--- config.mk ---
export PLATFORM = sky130hd
export DESIGN_NAME = motor_mode_and_hbridge_drive_unit
export DESIGN_NICKNAME = d
export VERILOG_FILES = /design/src/hw/rtl/mhd_pkg.sv /design/src/hw/rtl/motor_mode_and_hbridge_drive_unit.sv
export SDC_FILE = /design/constraint.sdc
export NUM_CORES = 1
export LEC_CHECK = 0
export BUFFER_PORTS_ARGS = -buffer_cell sky130_fd_sc_hd__buf_2
export CAP_MARGIN = 40
export CORE_MARGIN = 2
export CORE_UTILIZATION = 65
export CTS_BUF_LIST = sky130_fd_sc_hd__clkbuf_8 sky130_fd_sc_hd__clkbuf_16
export CTS_CLUSTER_DIAMETER = 200
export CTS_CLUSTER_SIZE = 30
export DETAILED_ROUTE_END_ITERATION = 16
export PLACE_DENSITY = 0.86
export SLEW_MARGIN = 10
export SYNTH_ARGS = -nofsm -noshare
export SYNTH_HDL_FRONTEND = slang
export SYNTH_SLANG_ARGS = --single-unit
--- constraint.sdc ---
create_clock -name clk -period 9.22 [get_ports clk]
set_clock_uncertainty 0.1 [all_clocks]
set_input_delay 0.922 -clock clk [delete_from_list [all_inputs] [get_ports clk]]
set_output_delay 0.922 -clock clk [all_outputs]
set_load 0.1 [all_outputs]
--- src/hw/rtl/mhd_pkg.sv ---
// Shared types and constants for the motor mode and H-bridge drive unit.
// No dependencies; imported by motor_mode_and_hbridge_drive_unit.
package mhd_pkg;

  localparam int SPD_W   = 16;
  localparam int DUTY_W  = 16;
  localparam int CMD_W   = 3;
  localparam int MODE_W  = 3;
  localparam int CFG_AW  = 3;
  localparam int CFG_DW  = 16;
  localparam int OUT_BITS = 3 * DUTY_W + MODE_W + SPD_W;
  localparam int OUT_DW  = ((OUT_BITS + 7) / 8) * 8;

  localparam logic signed [SPD_W-1:0] MAX_SPEED_RST = 16'sd10000;
  localparam logic signed [SPD_W-1:0] MIN_SPEED_RST = -16'sd10000;
  localparam logic [DUTY_W-1:0]       MAX_DUTY_RST  = 16'd10000;
  localparam logic [DUTY_W-1:0]       MIN_DUTY_RST  = 16'd0;

  typedef enum logic [CMD_W-1:0] {
    CMD_SET_SPEED = 3'd0,
    CMD_ENCODER   = 3'd1,
    CMD_START     = 3'd2,
    CMD_STOP      = 3'd3,
    CMD_SLEEP     = 3'd4,
    CMD_WAKE      = 3'd5,
    CMD_BRAKE     = 3'd6,
    CMD_DIRECT    = 3'd7
  } cmd_t;

  typedef enum logic [MODE_W-1:0] {
    MODE_STOPPED  = 3'd0,
    MODE_RUNNING  = 3'd1,
    MODE_SLEEPING = 3'd2,
    MODE_NSTOP    = 3'd3,
    MODE_FSTOP    = 3'd4
  } mode_t;

  typedef enum logic [CFG_AW-1:0] {
    REG_MAX_SPEED   = 3'd0,
    REG_MIN_SPEED   = 3'd1,
    REG_MAX_DUTY    = 3'd2,
    REG_MIN_DUTY    = 3'd3,
    REG_DRIVER_TYPE = 3'd4
  } reg_idx_t;

  typedef struct packed {
    logic signed [SPD_W-1:0] speed_now;
    logic [MODE_W-1:0]       mode;
    logic [DUTY_W-1:0]       drive_magnitude;
    logic [DUTY_W-1:0]       duty_b;
    logic [DUTY_W-1:0]       duty_a;
  } result_t;

  function automatic logic signed [SPD_W-1:0] clamp_speed(
    input logic signed [SPD_W-1:0] v,
    input logic signed [SPD_W-1:0] hi,
    input logic signed [SPD_W-1:0] lo
  );
    logic signed [SPD_W-1:0] r;
    if (v > hi) begin
      r = hi;
    end else if (v < lo) begin
      r = lo;
    end else begin
      r = v;
    end
    return r;
  endfunction

endpackage

--- src/hw/rtl/motor_mode_and_hbridge_drive_unit.sv ---
// Motor mode controller with two-channel H-bridge duty outputs.
// Depends on mhd_pkg for command/mode codes, register indexes and the result type.
//
// Usage:
//   Input beats (in_*) carry a command in in_tuser and a signed 16-bit value in
//   in_tdata. Each beat yields exactly one result beat (out_*) carrying the held
//   duties, drive magnitude, mode and cached encoder speed.
//   Configuration registers (speed limits, duty levels, driver type) are written
//   through cfg_we/cfg_addr/cfg_wdata; the user must write them only while no
//   beats are in flight, which the block itself does not enforce. Throughput: one
//   beat per cycle while in_tready is high; mode and drive state update in the
//   cycle a beat is accepted, so consecutive beats see each other's effects.
//   A result register plus a one-entry skid register decouple the sides: with
//   the receiver stalled, one more input beat is taken, then in_tready drops
//   until the result register drains. No beat is dropped or repeated.
//   Reset (rst_n low, synchronous) returns the mode to stopped, clears speed,
//   magnitude and duties, reloads register defaults and empties both buffers.
module motor_mode_and_hbridge_drive_unit (
  input  logic                      clk,
  input  logic                      rst_n,
  input  logic                      in_tvalid,
  output logic                      in_tready,
  input  logic [15:0]               in_tdata,   // value[15:0]
  input  logic [2:0]                in_tuser,   // cmd[2:0]
  output logic                      out_tvalid,
  input  logic                      out_tready,
  output logic [mhd_pkg::OUT_DW-1:0] out_tdata, // duty_a, duty_b, drive_magnitude,
                                                // mode, speed_now, zero pad
  input  logic                      cfg_we,
  input  logic [mhd_pkg::CFG_AW-1:0] cfg_addr,
  input  logic [mhd_pkg::CFG_DW-1:0] cfg_wdata
);
  import mhd_pkg::*;

  logic signed [SPD_W-1:0] max_speed_r;
  logic signed [SPD_W-1:0] min_speed_r;
  logic [DUTY_W-1:0]       max_duty_r;
  logic [DUTY_W-1:0]       min_duty_r;
  logic                    driver_type_r;

  mode_t                   mode_r, mode_nxt;
  logic signed [SPD_W-1:0] speed_r, speed_nxt;
  logic [DUTY_W-1:0]       mag_r, mag_nxt;
  logic [DUTY_W-1:0]       duty_a_r, duty_a_nxt;
  logic [DUTY_W-1:0]       duty_b_r, duty_b_nxt;

  logic                    out_valid_r, skd_valid_r;
  result_t                 out_data_r, skd_data_r;
  result_t                 res;

  logic                    push, pop;
  cmd_t                    cmd;
  logic signed [SPD_W-1:0] val;
  logic signed [SPD_W-1:0] target;
  logic signed [SPD_W-1:0] drv_v;
  logic                    do_drive;
  logic signed [SPD_W+1:0] sum_a;

  assign in_tready  = !skd_valid_r;
  assign push       = in_tvalid && in_tready;
  assign pop        = out_valid_r && out_tready;
  assign out_tvalid = out_valid_r;
  assign out_tdata  = OUT_DW'(out_data_r);

  assign cmd    = cmd_t'(in_tuser);
  assign val    = $signed(in_tdata);
  assign target = clamp_speed(val, max_speed_r, min_speed_r);

  // config registers
  always_ff @(posedge clk) begin
    if (!rst_n) begin
      max_speed_r   <= MAX_SPEED_RST;
      min_speed_r   <= MIN_SPEED_RST;
      max_duty_r    <= MAX_DUTY_RST;
      min_duty_r    <= MIN_DUTY_RST;
      driver_type_r <= 1'b0;
    end else if (cfg_we) begin
      case (reg_idx_t'(cfg_addr))
        REG_MAX_SPEED:   max_speed_r   <= $signed(cfg_wdata);
        REG_MIN_SPEED:   min_speed_r   <= $signed(cfg_wdata);
        REG_MAX_DUTY:    max_duty_r    <= cfg_wdata;
        REG_MIN_DUTY:    min_duty_r    <= cfg_wdata;
        REG_DRIVER_TYPE: driver_type_r <= cfg_wdata[0];
        default: ;
      endcase
    end
  end

  // mode next state
  always_comb begin
    mode_nxt = mode_r;
    case (cmd)
      CMD_SET_SPEED: begin
        if (mode_r == MODE_FSTOP || (mode_r == MODE_NSTOP && speed_r == '0)) begin
          mode_nxt = MODE_STOPPED;
        end
      end
      CMD_START: if (mode_r == MODE_STOPPED) mode_nxt = MODE_RUNNING;
      CMD_STOP: begin
        if (mode_r == MODE_RUNNING || mode_r == MODE_SLEEPING) mode_nxt = MODE_NSTOP;
      end
      CMD_SLEEP: if (mode_r == MODE_RUNNING) mode_nxt = MODE_SLEEPING;
      CMD_WAKE:  if (mode_r == MODE_SLEEPING) mode_nxt = MODE_RUNNING;
      CMD_BRAKE: mode_nxt = MODE_FSTOP;
      default: ;
    endcase
  end

  // speed cache and bridge drive
  always_comb begin
    speed_nxt = speed_r;
    do_drive  = 1'b0;
    drv_v     = '0;
    case (cmd)
      CMD_SET_SPEED: begin
        do_drive = 1'b1;
        drv_v    = (mode_r == MODE_RUNNING) ? target : '0;
      end
      CMD_ENCODER: speed_nxt = target;
      CMD_DIRECT: begin
        do_drive = 1'b1;
        drv_v    = val;
      end
      default: ;
    endcase

    sum_a      = $signed({2'b00, max_duty_r}) + (SPD_W+2)'(drv_v);
    mag_nxt    = mag_r;
    duty_a_nxt = duty_a_r;
    duty_b_nxt = duty_b_r;
    if (do_drive) begin
      mag_nxt = drv_v[SPD_W-1] ? DUTY_W'(-drv_v) : DUTY_W'(drv_v);
      if (drv_v > 0) begin
        duty_a_nxt = mag_nxt;
        duty_b_nxt = min_duty_r;
      end else if (!driver_type_r) begin
        duty_a_nxt = mag_nxt;
        duty_b_nxt = max_duty_r;
      end else begin
        duty_a_nxt = sum_a[SPD_W+1] ? '0 : sum_a[DUTY_W-1:0];
        duty_b_nxt = max_duty_r;
      end
    end

    res.duty_a          = duty_a_nxt;
    res.duty_b          = duty_b_nxt;
    res.drive_magnitude = mag_nxt;
    res.mode            = mode_nxt;
    res.speed_now       = speed_nxt;
  end

  always_ff @(posedge clk) begin
    if (!rst_n) begin
      mode_r   <= MODE_STOPPED;
      speed_r  <= '0;
      mag_r    <= '0;
      duty_a_r <= '0;
      duty_b_r <= '0;
    end else if (push) begin
      mode_r   <= mode_nxt;
      speed_r  <= speed_nxt;
      mag_r    <= mag_nxt;
      duty_a_r <= duty_a_nxt;
      duty_b_r <= duty_b_nxt;
    end
  end

  // result register with skid
  always_ff @(posedge clk) begin
    if (!rst_n) begin
      out_valid_r <= 1'b0;
      skd_valid_r <= 1'b0;
    end else if (!out_valid_r || pop) begin
      if (skd_valid_r) begin
        out_valid_r <= 1'b1;
        skd_valid_r <= 1'b0;
      end else begin
        out_valid_r <= push;
      end
    end else if (push) begin
      skd_valid_r <= 1'b1;
    end
  end

  always_ff @(posedge clk) begin
    if (!out_valid_r || pop) begin
      if (skd_valid_r) begin
        out_data_r <= skd_data_r;
      end else if (push) begin
        out_data_r <= res;
      end
    end else if (push) begin
      skd_data_r <= res;
    end
  end

endmodule
# == Word level (Yosys, flattened, before mapping) ==
# Index checks and enable logic that the tools add are counted.
# op_classes
addsub,2
order_cmp,3
eq_ne,15
n_mux,23
n_bitwise,2
n_reduce_logical,22
# ops
op,n
2-to-1 mux 16 bit,12
2-to-1 mux 67 bit,2
case mux 16 bit (2 select lines),1
adder 17 x 16 -> 18 bit,1
"equality test 3 x 2 -> 1 bit, second input constant",6
"equality test 3 bit, second input constant",6
case mux 3 bit (6 select lines),1
"> comparator 16 x 1 -> 1 bit, second input constant",1
> comparator 16 bit,1
logical NOT 16 bit,1
< comparator 16 bit,1
negation 16 bit,1
2-to-1 mux 3 bit,5
AND reduction 2 bit,7
"equality test 3 x 1 -> 1 bit, second input constant",3
logical NOT 3 bit,3
OR reduction 2 bit,2
logical AND 1 bit,3
logical OR 1 bit,3
logical NOT 1 bit,2
2-to-1 mux 1 bit,2
NOT 1 bit,2
nonzero test 2 bit,1
# word_totals
ff_bits,268
inputBits,43
out_inout_bits,74
wordCells,89

# == Depth between registers and ports, before layout ==
# Gate-level depths: netlist of the first run.
# depth
depth_word,12
mapped_depth,23
depth_no_buf,21

# == Least setup slack after synthesis of the first run ==
# Ideal clock, no wire load.
# synth_timing
kind,input to register
start,in in_tdata[14]
end,"reg out_data_r (netlist bit out_tdata[14]), data pin"
setup_time_ps,168
t_arrival_ps,5790
required_ps,8952
path_slack_ps,3162
path_stages,20
cell_sequence,ha_1 nand4_1 or4_1 a21o_1 a311oi_2 buf_2 a2111oi_0 o31ai_1 ha_1 nand3_1 o2111ai_1 a32o_1 o21a_1 a211o_1 a21oi_1 xnor2_2 inv_1 a2111oi_0 a211oi_1 a221oi_2
# synth_via
elab_chain_len,12
# synth_lines
item,line_no,rtl
from (decl),motor_mode_and_hbridge_drive_unit.sv:23,"input logic [15:0] in_tdata,"
< comparator 16 bit,mhd_pkg.sv:62,end else if (v < lo) begin
2-to-1 mux 16 bit,mhd_pkg.sv:62,
2-to-1 mux 16 bit,mhd_pkg.sv:60,if (v > hi) begin
2-to-1 mux 16 bit,motor_mode_and_hbridge_drive_unit.sv:117,drv_v = (mode_r == MODE_RUNNING) ? target : '0;
case mux 16 bit (2 select lines) (*),motor_mode_and_hbridge_drive_unit.sv:114,case (cmd)
adder 17 x 16 -> 18 bit / negation 16 bit (equally long branches),"motor_mode_and_hbridge_drive_unit.sv:127, motor_mode_and_hbridge_drive_unit.sv:132",
"2-to-1 mux 16 bit, on equally long branches","motor_mode_and_hbridge_drive_unit.sv:140, motor_mode_and_hbridge_drive_unit.sv:132",
2-to-1 mux 16 bit,motor_mode_and_hbridge_drive_unit.sv:136,end else if (!driver_type_r) begin
2-to-1 mux 16 bit (*),motor_mode_and_hbridge_drive_unit.sv:133,if (drv_v > 0) begin
2-to-1 mux 16 bit (*),motor_mode_and_hbridge_drive_unit.sv:131,if (do_drive) begin
2-to-1 mux 67 bit (*),motor_mode_and_hbridge_drive_unit.sv:189,end else if (push) begin
2-to-1 mux 67 bit (*),motor_mode_and_hbridge_drive_unit.sv:187,if (skd_valid_r) begin
to (signal assigned),motor_mode_and_hbridge_drive_unit.sv:188,out_data_r <= skd_data_r;
to (signal assigned),motor_mode_and_hbridge_drive_unit.sv:190,out_data_r <= res;
to (decl),motor_mode_and_hbridge_drive_unit.sv:48,"result_t out_data_r, skd_data_r;"
# Every way passes the cells marked *; elsewhere a longest branch is shown, timed or not. The select of a mux whose other input is x is not followed.
# A chain may end at the register's enable or synchronous reset.

# == Worst setup path in the final report of the first run ==
# Same ends and word-level chain as after synthesis.

==> results of run 1 <==
-- Yosys cell counts (10+ instances only) --
library cell and count:
a21oi_1 154, a221oi_1 12, a221oi_2 10, a31oi_1 17
clkbuf_1 80, dfxtp_1 134, edfxtp_1 134, ha_1 49
inv_1 73, mux2_2 45, mux2i_1 34, nand2_1 213
nand3_1 19, nor2_1 115, nor3_1 59, o211ai_1 34
o21ai_0 73, xnor2_1 16, xor2_1 12
-- per-stage QoR --
| stage | util, % | hold slack (ns) | total power [W] | setup slack (ns) | area [um2] |
|---|---|---|---|---|---|
| CTS | 70.6 | 0.362 | 0.00259 | 2.58 | 14700 |
| detailed placement | 68.9 | 0.347 | 0.00198 | 2.09 | 14300 |
| global placement | 68.6 | 0.341 | 0.00197 | 1.98 | 14300 |
| finish | 70.6 | 0.363 | 0.00259 | 2.43 | 14700 |
| global route | 70.6 | 0.388 | 0.00268 | 1.92 | 14700 |
| floorplan | - | 0.336 | 0.00186 | 3.16 | 13700 |
-- path summary, 6_finish.rpt --
check / startpoint / endpoint / slack [ns] / cells past startpoint
worst max-delay path: in_tdata[14] / out_tdata[14] / 2.43 / 21
worst min-delay path: min_duty_r[13] / min_duty_r[13] / 0.36 / 2
worst min register to register: min_duty_r[13] / min_duty_r[13] / 0.36 / 2
worst max register to register: max_speed_r[15] / out_tdata[14] / 2.52 / 21
-- sequential cells by signal, summed over array words and instances, names as in the netlist --
register,count
out_tdata,67
skd_data_r,67
duty_a_r,16
duty_b_r,16
mag_r,16
max_duty_r,16
max_speed_r,16
min_duty_r,16
min_speed_r,16
speed_r,16
mode_r,3
driver_type_r,1
out_tvalid,1
skd_valid_r,1
-- tightest hold or removal path, cell delays in order, from the launching register on --
cell and delay [ns]:
dfxtp_1 0.32, nand2_1 0.05, a21oi_1 0.05
-- logic make-up after synthesis --
family                     share of synthesized area [%]
AOI/OAI and AO/OA                                   17.6
DFF                                                 49.1
and+or+nand+nor                                     15.4
xor gates and xnor gates                            1.91
adders and majority gates                           4.63
muxes                                               6.20
other                                             0.0274
buffers and inverters                               5.15
-- report_power, final --
part / internal, W / leakage (nW) / switching [W] / total [W]
logic: 0.000147 / 3.36 / 0.000462 / 0.000609
clock network: 0.000268 / 0.199 / 0.000360 / 0.000628
registers: 0.00133 / 2.38 / 0.0000290 / 0.00136
total: 0.00174 / 5.95 / 0.000852 / 0.00259
-- area by class of cell --
class | instances | area [um2] | share of cell area (%)
clock inverters | 6 | 22.5 | 0.153
repair buffers | 128 | 707 | 4.81
inverters | 75 | 282 | 1.91
multi-input cells | 1007 | 6300 | 42.9
well taps | 275 | 344 | 2.34
flip-flops and latches | 268 | 6710 | 45.6
clock buffers | 14 | 339 | 2.31
-- cell usage in the layout (no fill, tap or decap), types with 9 or more instances in the layout --
master / n
a21o_1: 9
nand3_1: 19
o21ai_0: 73
edfxtp_1: 134
buf_2: 111
ha_1: 49
inv_1: 78
mux2_2: 45
xnor2_1: 16
a221oi_2: 10
nor2_1: 111
buf_4: 14
nand2_1: 213
xor2_1: 12
mux2i_1: 34
dfxtp_1: 133
clkbuf_16: 13
nor3_1: 59
o211ai_1: 34
a21oi_1: 154
a31oi_1: 17
a221oi_1: 12
-- routing by layer --
metal	global-route usage (%)	vias up
met5	0	-
met4	11.5	0
met3	4.80	62
met2	48.0	528
met1	44.9	5285
li1	-	5253
==> impl_metrics.yaml, run 1 <==
outcome:
  status: "finished, final reports clean"
detailed_routing:
  drtAntennaViolNets: 0
  routed_wirelength_um: 34700
  avgViaCountPerCell: 6.28
  vias: 11100
  wl_met2_um: 15700
  drtIter0Drc: 1232
  avgRoutedWirePerCell_um: 19.6
  highest_layer: "met4"
  dr.pass1.iters: 5
  wl_met3_um: 2940
  drc: 0
  wirelength_met1_um: 14700
sta:
  setup_viol: 0
  worst_pin_slew_ns: 0.911
  tns_ns: 0
  rsz0062_at_grt: "no"
  fmax_mhz: 147
  relSlewSlack_pct: 39.3
  final-hold-violation-count: 0
  min_period_ns: 6.79
  slew_violations: 0
  min_period_over_period_pct: 73.6
die:
  die_w_um: 149
  dieArea_um2: 22200
  num_rows: 53
  pin_count: 117
  initial_core_util_pct: 65.6
  core_region_area_um2: 20800
  die_h_um: 149
clock_network:
  cts_buffers: 12
  cts_sinks: 268
  clock_latency_ns: 0.49
  post_cts_buffers: 0
  cts_max_level: 1
  root_buffer: "clkbuf_16"
  clkTransAtPathRegs_ns: 0.11
  clockBufferDepth: 3
  holdBufCountCts: 0
  cts_tree: "done"
  post_cts_resized: 0
synthesis:
  synth_top_area_cell: "edfxtp_1"
  synth_edf_count: 134
  yosysWarnings: 0
  netlist_area_um2: 13700
  synth_ff_type: "edfxtp_1"
  seq_area_frac_synth_pct: 49.1
  synth-seq-cells: 268
  async_flop_share_pct: 0
  synth.distinct_cells: 83
  avgSynthCellArea_um2: 9.48
  syn_inst: 1442
  synth_area_leaders: "edfxtp_1 29%, dfxtp_1 20%, nand2_1 5.9%, a21oi_1 5.6%, ha_1 4.5%"
  synth_top_area_share_pct: 29.4
global_route:
  grt_pass1_wl_um: 54500
  grt_use_total_pct: 31.2
  antenna_found_initial: 0
  first_global_vias: 10100
  grt_start_max_net_pins: 81
  overflow: 0
cells_and_area:
  drive_gt1_share_pct: 15.4
  fin_cells: 1773
  areaGrowthSynthToFinish_pct: 7.61
  fillers: 1620
  n_antenna_cell: 0
  final_net_count: 1585
critical_path:
  max_stage_delay_ns: 0.57
  path_max_fanout: 28
  path_buf_inv: 2
  worstPathRequired_ns: 9.44
  criticalPathCategory: "in -> reg"
  start_kind: "input port"
  crit_family: "compound AO/OA/AOI/OAI gates"
  end_kind: "flop"
  slowest_stage: "or4_1"
  worstPathCellList: "buf_2 > ha_1 > nand4_1 > or4_1 > a21o_1 > and4_1 > nor2_4 > a21oi_1 > o21ai_0 > ha_1 > nand3_1 > o2111ai_1 > a32o_1 > o21a_1 > a211o_1 > a21oi_1 > xnor2_2 > inv_1 > a2111oi_0 > a211oi_1 > a221oi_2"
  arrival_ns: 7.01
pwr:
  p_leak_nw: 5.95
  worst_ir_drop_vdd_mv: 0.108
  power_density_nw_per_um2: 176
placed_design:
  dp.cells: 1753
  dp.final_hpwl_um: 24800
  io_buffer_count: 111
  gp_congestion: 0.973
flow_run:
  cap_viol_max_count: 0
hold_path:
  hp-class: "reg -> reg"
Note: power is estimated with default switching activity, not from simulation.
==> run 2: changes to the inputs <==
CORE_UTILIZATION = 54   (was 65)
PLACE_DENSITY = 0.76   (was 0.86)
clock period = 5.4 ns   (was 9.22 ns; I/O delays follow)
==> run 2 against run 1 <==
The run now ends with setup timing left. Flip-flop and latch count unchanged. Setup slack worse by 2.5 ns. Routed wire length is 8.7% higher. Clock power rose by 70%. Count of clock-buffer cells in the layout is 1 lower. Total power rose by 76%. Register-to-register slack worse by 2.6 ns. Die area increased by 20%. Worst hold slack got worse by 0.14 ns. Global-route usage decreased by 4.0 points. Final area grew 12%. Utilization down 4.9 points. Critical path type is now reg -> reg.
==> impl_metrics.yaml, run 2 (synthesis gave the netlist of run 1 again) <==
detailed_routing:
  routed_wirelength_um: 37700
  drtAntennaViolNets: 0
  drc: 0
  avgViaCountPerCell: 5.92
  dr.pass1.iters: 6
  avgRoutedWirePerCell_um: 19.1
  drtIter0Drc: 1074
  vias: 11600
sta:
  min_period_over_period_pct: 101
  fmax_mhz: 183
  hold_slack_ns: 0.223
  tns_ns: -0.158
  rsz0062_at_grt: "yes"
  worst_pin_slew_ns: 0.933
  worst_slack_ns: -0.0503
  min_period_ns: 5.45
  setup_viol: 6
  final-hold-violation-count: 0
  slew_violations: 0
  relSlewSlack_pct: 37.8
global_route:
  grt_pass1_wl_um: 57100
  grt_use_total_pct: 27.2
  busiest_layer: "met2"
  grt_use_met2_pct: 44.1
  grt_use_met3_pct: 3.15
  overflow: 0
  grt_use_met1_pct: 38.8
  first_global_vias: 10500
  grt_start_max_net_pins: 75
  antenna_found_initial: 0
clock_network:
  clockBufferDepth: 3
  root_buffer: "clkbuf_16"
  cts_max_level: 1
  cts_tree: "done"
  cts_sinks: 268
  clock_latency_ns: 0.49
  cts_buffers: 12
  holdBufCountCts: 0
  clkTransAtPathRegs_ns: 0.12
pwr:
  design_power_total_w: 0.00457
  p_sw_share_pct: 33.1
  worst_ir_drop_vdd_mv: 0.231
  p_sw_w: 0.00151
  seqPwrFrac_pct: 50.7
  p_leak_nw: 6.72
  power_density_nw_per_um2: 278
  pwr-share-clk_pct: 23.3
  internal_power_w: 0.00306
  comb_power_share_pct: 26.0
critical_path:
  r2r_cells: 21
  path_max_fanout: 6
  start_kind: "flop"
  worstPathRequired_ns: 5.64
  cp-endpoint: "out_tdata[6]"
  path_buf_inv: 3
  r2r_end: "out_tdata[6]"
  max_stage_delay_ns: 0.60
  criticalPathCategory: "reg -> reg"
  path_depth: 21
  end_kind: "flop"
  crit_family: "compound AO/OA/AOI/OAI gates"
  r2r_start: "max_speed_r[10]"
  regToRegSetupSlack_ns: -0.05
  startpoint: "max_speed_r[10]"
  worstPathCellList: "inv_2 > ha_4 > nand4_1 > or4_4 > a21o_4 > a311o_1 > nand3_2 > o211ai_1 > ha_2 > buf_4 > a21oi_4 > o2111ai_2 > a32o_2 > o21a_1 > a211o_1 > a21oi_2 > xnor2_2 > buf_6 > nand3b_1 > mux2_4 > a221oi_2"
  arrival_ns: 5.69
  slowest_stage: "or4_4"
die:
  num_rows: 58
  die_h_um: 163
  initial_core_util_pct: 54.6
  dieArea_um2: 26600
  die_w_um: 163
  core_region_area_um2: 25000
  pin_count: 117
flow_run:
  cap_viol_max_count: 0
cells_and_area:
  drive_gt1_share_pct: 27.6
  n_antenna_cell: 0
  final_common_cell: "nand2_1"
  final_cell_mix: "206 x nand2_1, 144 x buf_4, 139 x a21oi_1"
  areaGrowthSynthToFinish_pct: 20.4
  final_net_count: 1726
hold_path:
  hp-class: "in -> reg"
  hold_start: "cfg_wdata[5]"
placed_design:
  dp.final_hpwl_um: 26800
  gp_congestion: 0.929
  io_buffer_count: 111
outcome:
  violations: "setup timing"
  status: "finished, violations left"
-- run 2: cell count changes in the layout (fill, tap and decap cells not counted), moves of 5 or more --
| cell | change |
|---|---|
| buf_4 | +130 |
| a21oi_1 | -15 |
| a21oi_2 | +13 |
| ha_1 | -11 |
| ha_4 | +8 |
| buf_6 | +7 |
| nand2_1 | -7 |
| dfxtp_1 | -5 |
| dfxtp_2 | +5 |
| inv_1 | -5 |
-- run 2: per-layer routing --
| layer | share of wire [%] | vias up |
|---|---|---|
| met1 | 42 | 5534 |
| met4 | 3.0 | 0 |
| met3 | 7.6 | 78 |
| li1 | - | 5533 |
| met2 | 47 | 503 |
| met5 | 0 | - |
-- run 2: stage by stage --
| stage | utilization [%] | std cells | area, um2 | setup WS [ns] |
|---|---|---|---|---|
| final | 65.7 | 1969 | 16500 | -0.0503 |
| after global routing | 65.7 | 1969 | 16500 | -0.195 |
| after CTS | 63.1 | 1955 | 15800 | 0.00719 |
| after detailed placement | 61.7 | 1934 | 15400 | -0.347 |
| after global placement | 61.5 | 1931 | 15400 | -0.192 |
| after floorplan | - | 1446 | 13700 | -0.0238 |
-- run 2: tightest hold or removal path, cell delays in order --
cell	delay, ns
buf_2	0.13
nand2_1	0.06
a21oi_1	0.05
-- run 2: cell type report --
class	instances	area [um2]
well taps	330	413
repair buffers	269	1840
fillers	1975	8580
multi-input cells	1007	6860
clock inverters	7	26.3
inverters	75	282
flip-flops and latches	268	6710
clock buffers	13	325
-- run 2: repair_timing --
action,in CTS,in global routing
gates resized for setup,2,106
gates cloned,0,1
hold endpoints to repair,0,0
setup endpoints to repair,2,43
setup buffers,1,15
pin swaps,1,48
-- run 2: power groups by stage --
stage | Sequential (W) | Clock [W] | Combinational [W]
after floorplan | 0.00271 | 0 | 0.000470
after global placement | 0.00235 | 0 | 0.00110
after detailed placement | 0.00236 | 0 | 0.00113
after CTS | 0.00231 | 0.00108 | 0.00113
after global routing | 0.00233 | 0.00115 | 0.00126
final | 0.00231 | 0.00107 | 0.00119
-- run 2: how the worst min path moves through the flow --
stage	to	slack, ns	cells past startpoint
3_5_place_dp	min_duty_r[5]	0.35	2
3_3_place_gp	min_duty_r[8]	0.34	2
2_1_floorplan	min_duty_r[0]	0.34	2
5_1_grt	min_duty_r[8]	0.22	3
4_1_cts	max_duty_r[5]	0.21	3
6_report	max_speed_r[5]	0.22	3
==> run 3: changes to the inputs <==
CAP_MARGIN = 20   (was 40)
PLACE_DENSITY = 0.74   (was 0.76)
==> run 3 against run 2 <==
The run now ends clean. Register-to-register slack better by 0.07 ns. Final cell count is 0.61% higher. Worst hold slack hardly changed. Via count is 1.6% lower. Critical path type unchanged. Routed wire length is 1.3% lower. Sequential power hardly changed. Sequential share of layout area is 0.19 points higher. Utilization is 0.26 points lower. Combinational power hardly changed. Largest power group unchanged. Total power hardly changed. Global-route usage is 0.50 points higher.
==> impl_metrics.yaml, run 3 (synthesis gave the netlist of run 1 again) <==
detailed_routing:
  drtIter0Drc: 958
  routed_wirelength_um: 37200
  vias: 11500
  drc: 0
  dr.pass1.iters: 5
  avgViaCountPerCell: 5.79
  drtAntennaViolNets: 0
  avgRoutedWirePerCell_um: 18.8
clock_network:
  clkTransAtPathRegs_ns: 0.11
  cts_max_level: 1
  cts_buffers: 12
  clock_latency_ns: 0.50
  cts_sinks: 268
  root_buffer: "clkbuf_16"
  clockBufferDepth: 3
  cts_tree: "done"
  holdBufCountCts: 0
cells_and_area:
  finalInstanceArea_um2: 16400
  areaGrowthSynthToFinish_pct: 19.9
  final_cell_mix: "210 x nand2_1, 158 x buf_4, 145 x a21oi_1"
  seq_area_um2: 6720
  n_antenna_cell: 0
  multi_input_area_um2: 6690
  fillers: 2067
  final_net_count: 1738
  fin_util_pct: 65.5
  drive_gt1_share_pct: 27.3
  final_common_cell: "nand2_1"
  fin_cells: 1981
sta:
  rsz0062_at_grt: "yes"
  relSlewSlack_pct: 27.7
  worst_pin_slew_ns: 1.08
  setup_viol: 0
  final-hold-violation-count: 0
  min_period_over_period_pct: 99.6
  fmax_mhz: 186
  slew_violations: 0
  min_period_ns: 5.38
global_route:
  grt_start_max_net_pins: 69
  grt_pass1_wl_um: 57800
  antenna_found_initial: 1
  overflow: 0
  first_global_vias: 10800
  grt_use_total_pct: 27.7
die:
  initial_core_util_pct: 54.6
  core_region_area_um2: 25000
  die_h_um: 163
  pin_count: 117
  num_rows: 58
  dieArea_um2: 26600
  die_w_um: 163
pwr:
  power_density_nw_per_um2: 278
  p_leak_nw: 6.78
  worst_ir_drop_vdd_mv: 0.211
  design_power_total_w: 0.00456
placed_design:
  dp.final_hpwl_um: 27100
  io_buffer_count: 111
  placed_cell_area_um2: 15500
  dp.cells: 1942
  gp_congestion: 0.945
critical_path:
  slowest_stage: "or4_4"
  path_max_fanout: 8
  criticalPathCategory: "reg -> reg"
  end_kind: "flop"
  worstPathRequired_ns: 5.56
  worstPathCellList: "inv_2 > ha_4 > nand4_1 > or4_4 > a21o_4 > a311oi_4 > buf_4 > buf_6 > o211ai_1 > o211ai_1 > ha_1 > a21oi_4 > o2111ai_4 > a32o_2 > o21a_1 > a211o_1 > a21oi_2 > xnor2_2 > buf_6 > buf_4 > and4_1 > o31a_1"
  max_stage_delay_ns: 0.61
  r2r_cells: 22
  start_kind: "flop"
  arrival_ns: 5.53
hold_path:
  hold_path_depth: 3
  hp-class: "in -> reg"
outcome:
  status: "finished, final reports clean"
flow_run:
  cap_viol_max_count: 0
==> run 3: cell count changes in the layout (fill, tap and decap cells not counted), sizes merged <==
cell	previous run	this run
clkbuf	13	14
buf	269	281
clkinv	2	1
==> run 3: routing by layer <==
layer  routed length, um  GRT usage [%]  share of wire, %
met1               16400           38.7                44
met2               17600           45.8                47
met3                2230           2.79               6.0
met4                1030           8.17               2.8
met5                  13              0             0.035
==> run 3: final timing paths <==
check | from | to | slack, ns
max | max_speed_r[11] | out_tdata[1] | 0.02
min | cfg_wdata[12] | min_duty_r[12] | 0.22
max reg2reg | max_speed_r[11] | out_tdata[1] | 0.02
min reg2reg | min_duty_r[0] | min_duty_r[0] | 0.36
==> run 3: area by class of cell <==
type / count / area share, %
Sequential cell: 268 / 41.0
Clock buffer: 14 / 2.07
Inverter: 75 / 1.72
Timing Repair Buffer: 281 / 11.7
Tap cell: 330 / 2.52
Multi-Input combinational cell: 1007 / 40.8
Clock inverter: 6 / 0.137
==> run 3: critical path, delay by kind of cell, from the launching register on <==
| kind | cells | cell delay (ns) |
|---|---|---|
| AOI/OAI and AO/OA | 11 | 2.45 |
| DFF | 1 | 0.36 |
| xor gates and xnor gates | 1 | 0.09 |
| and+or+nand+nor | 3 | 0.93 |
| adders and majority gates | 2 | 0.60 |
| buffers and inverters | 5 | 0.62 |
==> run 3: report_power, final <==
| part | internal, W | switching (W) |
|---|---|---|
| logic | 0.000349 | 0.000826 |
| clock network | 0.000457 | 0.000618 |
| registers | 0.00227 | 0.0000473 |
==> run 3: what timing repair did <==
item,in CTS,in global routing
endpoints found under the setup margin,4,76
setup buffers,4,15
pin swaps,6,51
hold endpoints to repair,0,0
resized for setup,9,69
==> run 3: stage by stage <==
step | TNS (ns) | hold WS, ns | setup WS, ns
after floorplan | -0.0372 | 0.336 | -0.0238
after global placement | -2.37 | 0.342 | -0.226
after detailed placement | -6.02 | 0.347 | -0.356
after CTS | 0 | 0.212 | 0.0222
after global routing | -4.18 | 0.207 | -0.218
final | 0 | 0.223 | 0.0210
